**src/ase_ord_mem.sv**
```systemverilog
// sorted order memory holding record indices
`default_nettype none
module ase_ord_mem #(
  parameter int DEPTH = 64,
  parameter int AW    = 6
) (
  input  wire logic          clk_i,
  input  wire logic          we_i,
  input  wire logic [AW-1:0] waddr_i,
  input  wire logic [AW-1:0] wdata_i,
  input  wire logic [AW-1:0] raddr_i,
  output logic [AW-1:0]      rdata_o
);
  logic [AW-1:0] mem [DEPTH];
  logic [AW-1:0] rdata_q;

  // write port
  always_ff @(posedge clk_i) begin
    if (we_i) begin
      mem[waddr_i] <= wdata_i;
    end
  end

  // read port
  always_ff @(posedge clk_i) begin
    rdata_q <= mem[raddr_i];
  end

  assign rdata_o = rdata_q;
endmodule
`default_nettype wire

```
**config.mk**
```make
export PLATFORM = sky130hd
export DESIGN_NAME = ase_ord_mem
export DESIGN_NICKNAME = d
export VERILOG_FILES = /design/src/ase_ord_mem.sv
export SDC_FILE = /design/constraint.sdc
export NUM_CORES = 1
export LEC_CHECK = 0
export BUFFER_PORTS_ARGS = -buffer_cell sky130_fd_sc_hd__buf_2
export CAP_MARGIN = 10
export CORE_MARGIN = 1
export CORE_UTILIZATION = 40
export DETAILED_ROUTE_END_ITERATION = 6
export SLEW_MARGIN = 10
export SYNTH_ARGS = -nofsm -noshare
export SYNTH_HDL_FRONTEND = slang
export SYNTH_SLANG_ARGS = --single-unit
```
**constraint.sdc**
```tcl
create_clock -name clk_i -period 2.1 [get_ports clk_i]
set_input_delay 0.105 -clock clk_i [delete_from_list [all_inputs] [get_ports clk_i]]
set_output_delay 0.105 -clock clk_i [all_outputs]
set_load 0.1 [all_outputs]
```
==> metrics <==
synthesized area 0.0152 mm2; largest family of logic cells by synthesized area multiplexers; most frequent cells after synthesis edfxtp_1 (384), mux4_2 (87), nor2_1 (67); minimum clock period 1.82 ns; Clock Tree Buf Depth 3; All-Layer GR Usage 18.1%; CP Max Fanout 1; RSZ-0062 raised after global routing false; Hold Buf Count CTS 0; Yosys top cell by area edfxtp_1; simple-gate area share of the yosys netlist 3.67%; Hold Path Origin raddr_i[5]; status complete, no violations; final std cells w/o fill 1415; dpl cells 1340; setup bufs post-CTS 0; pre-CTS WS 0.0667 ns; initial drt markers 641; met2 WL 16200 um; clock transition at the registers of the reported paths 0.06 ns; fmax 549 MHz; Sink Count 390; clk_skew 0.0153 ns; IO buf count 25; register area share after synthesis 76.5%; period utilization 86.7%; CTS tree done; setup violators final 0; Sum Neg Setup Slack 0 ns; post-synthesis xor/xnor area fraction 0%; DRT met1 WL 14500 um; DR top layer met4; CP arrival 2.24 ns; Slew headroom 23.7%; mux contribution to synthesized area 15.6%; Slew Viols, Final 0; largest net degree at the start of global routing 65; Max VDD drop 0.629 mV; gp weighted congestion 0.820; Area Overhead vs Synth 18.9%; # fillers 3046; drt total wl 33700 um; sequential standard cell area 0.0117 mm2; latest clock arrival within the worst-skew pair 0.53 ns; R2R setup slack 0.28 ns; dpl cell area 0.0168 mm2; worst-margin pin slew 1.14 ns; vias in the first global route 7923; FP Rows 71; die span in y 197 um; Post-Synthesis Cells 720; Setup WS post-layout 0.279 ns; FF-to-FF Start mem[43][5]$_DFFE_PP_; total length of routed met3 wires 2190 um; htree depth 2; nets 892; Final Hold Viols 0; most frequent cell after synthesis edfxtp_1; Synth Area in Adders 0%; share of layout cells above drive strength 1 34.0%; number of enable flip-flop cells after synthesis 384; share of Yosys cell area claimed by the top area cell type 75.7%; diode count 0; Die X 197 um; initial core utilization 40.5%; initial antenna violation count 0; Worst Setup Start Kind register; Ports 26; CP Capture Type register; synth unique cells 37; CP Class reg2reg; Core Area 0.0376 mm2; HPWL after DPL 22200 um; post-synth net total 740; clock buffer count from CTS 41; Critical Path RT 2.52 ns; via count 7598; global-route wire length before repair 51000 um; CTS resizes 0; CTS Root Cell clkbuf_16; Cell Pwr Density 913 mW/mm2; top_reg_cell synth edfxtp_1; Design Area, Final 0.0181 mm2; # DRC 0; number of synthesized register bits 390; drt pass-1 iters 5; Leak Pwr 5.90 nW; Post-DRT Antenna Nets 0; Post-synth ARST share 0%; DIE AREA 0.0388 mm2; crit path from mem[43][5]$_DFFE_PP_; Hold Path Class in2reg; drt via density 5.37; yosys warns 0; Synth Area in Compound Gates 2.60%; Syn Area/Cell 21.1 um2; top cells by area, synth edfxtp_1 (76%), mux4_2 (13%), nor2_1 (1.7%), mux4_1 (1.0%), mux2i_1 (0.99%); Power Total 16.5 mW; max-cap violations 0; multi-input logic area 0.00332 mm2; GR Overflow Total 0; WL/cell 23.8 um
-- cell usage in the layout (no fill, tap or decap), types with 2 or more instances in the layout --
cell type / synthesis / routed
edfxtp_1: 384 / 384
buf_4: 2 / 112
mux4_2: 87 / 87
nor2_1: 67 / 67
clkbuf_16: 0 / 41
buf_2: 13 / 23
mux2i_1: 15 / 15
o22ai_1: 12 / 12
buf_12: 2 / 12
nand3_1: 11 / 11
clkinv_1: 0 / 10
o221ai_1: 9 / 9
mux2_2: 9 / 9
nand2_1: 8 / 8
nor2b_1: 8 / 8
clkinv_2: 0 / 8
clkbuf_1: 16 / 7
o22a_1: 6 / 6
o21ai_1: 6 / 6
a21oi_1: 6 / 6
mux4_1: 6 / 6
a211oi_1: 6 / 6
dfxtp_1: 6 / 6
nand2b_1: 5 / 5
nor3_1: 5 / 5
nand3b_1: 4 / 4
a221oi_1: 3 / 3
a32o_1: 3 / 3
bufinv_16: 0 / 3
or3_1: 2 / 2
or3b_2: 2 / 2
or2_2: 2 / 2
a22oi_1: 2 / 2
nand4_1: 2 / 2
inv_6: 0 / 2
clkbuf_8: 0 / 2
-- sequential cells by signal, indices dropped and copies added (netlist names) --
signal,cells
mem,384
rdata_o,6
-- final timing paths --
kind                        end  depth (start not counted)
min          rdata_o[3]$_DFF_P_                          3
min reg2reg  rdata_o[5]$_DFF_P_                          4
max          rdata_o[5]$_DFF_P_                          6
max reg2reg  rdata_o[5]$_DFF_P_                          6
-- final cells by class --
class                   instances  area share, %
clock buffers                  50           5.96
clock inverters                25           1.11
multi-input cells             291           18.4
repair buffers                148           6.67
flip-flops and latches        390           64.4
well taps                     511           3.53
-- report_power, final --
part           switching, mW  internal (mW)  leakage, nW
logic                  0.617          0.370         1.76
clock network           2.86           4.03        0.631
registers             0.0267           8.62         3.51
-- kinds of logic (layout without fill, tap and decap cells) --
| group | Yosys count | in the layout |
|---|---|---|
| AOI/OAI and AO/OA | 54 | 54 |
| buffers and inverters | 39 | 223 |
| and+or+nand+nor | 120 | 120 |
| muxes | 117 | 117 |
| DFF | 390 | 390 |
-- metrics by stage --
step                util (%)  hold WS, ns
finish                  48.2       0.0815
detailed placement      44.8        0.589
global placement        44.8        0.593
CTS                     48.2       0.0389
floorplan                  -        0.204
global route            48.2       0.0568
-- layer usage --
metal | up-vias | track usage, %
met2 | 245 | 29.1
met4 | 0 | 5.05
met1 | 3971 | 24.9
met5 | - | 0
met3 | 58 | 4.01
li1 | 3324 | -
-- critical path, cell delays in order, from the launching register on --
cell	delay [ns]
edfxtp_1	0.35
mux4_2	0.49
nor2b_1	0.15
a211oi_1	0.25
buf_4	0.16
a21oi_1	0.05
a32o_1	0.26
Note: power is estimated with default switching activity, not from simulation.
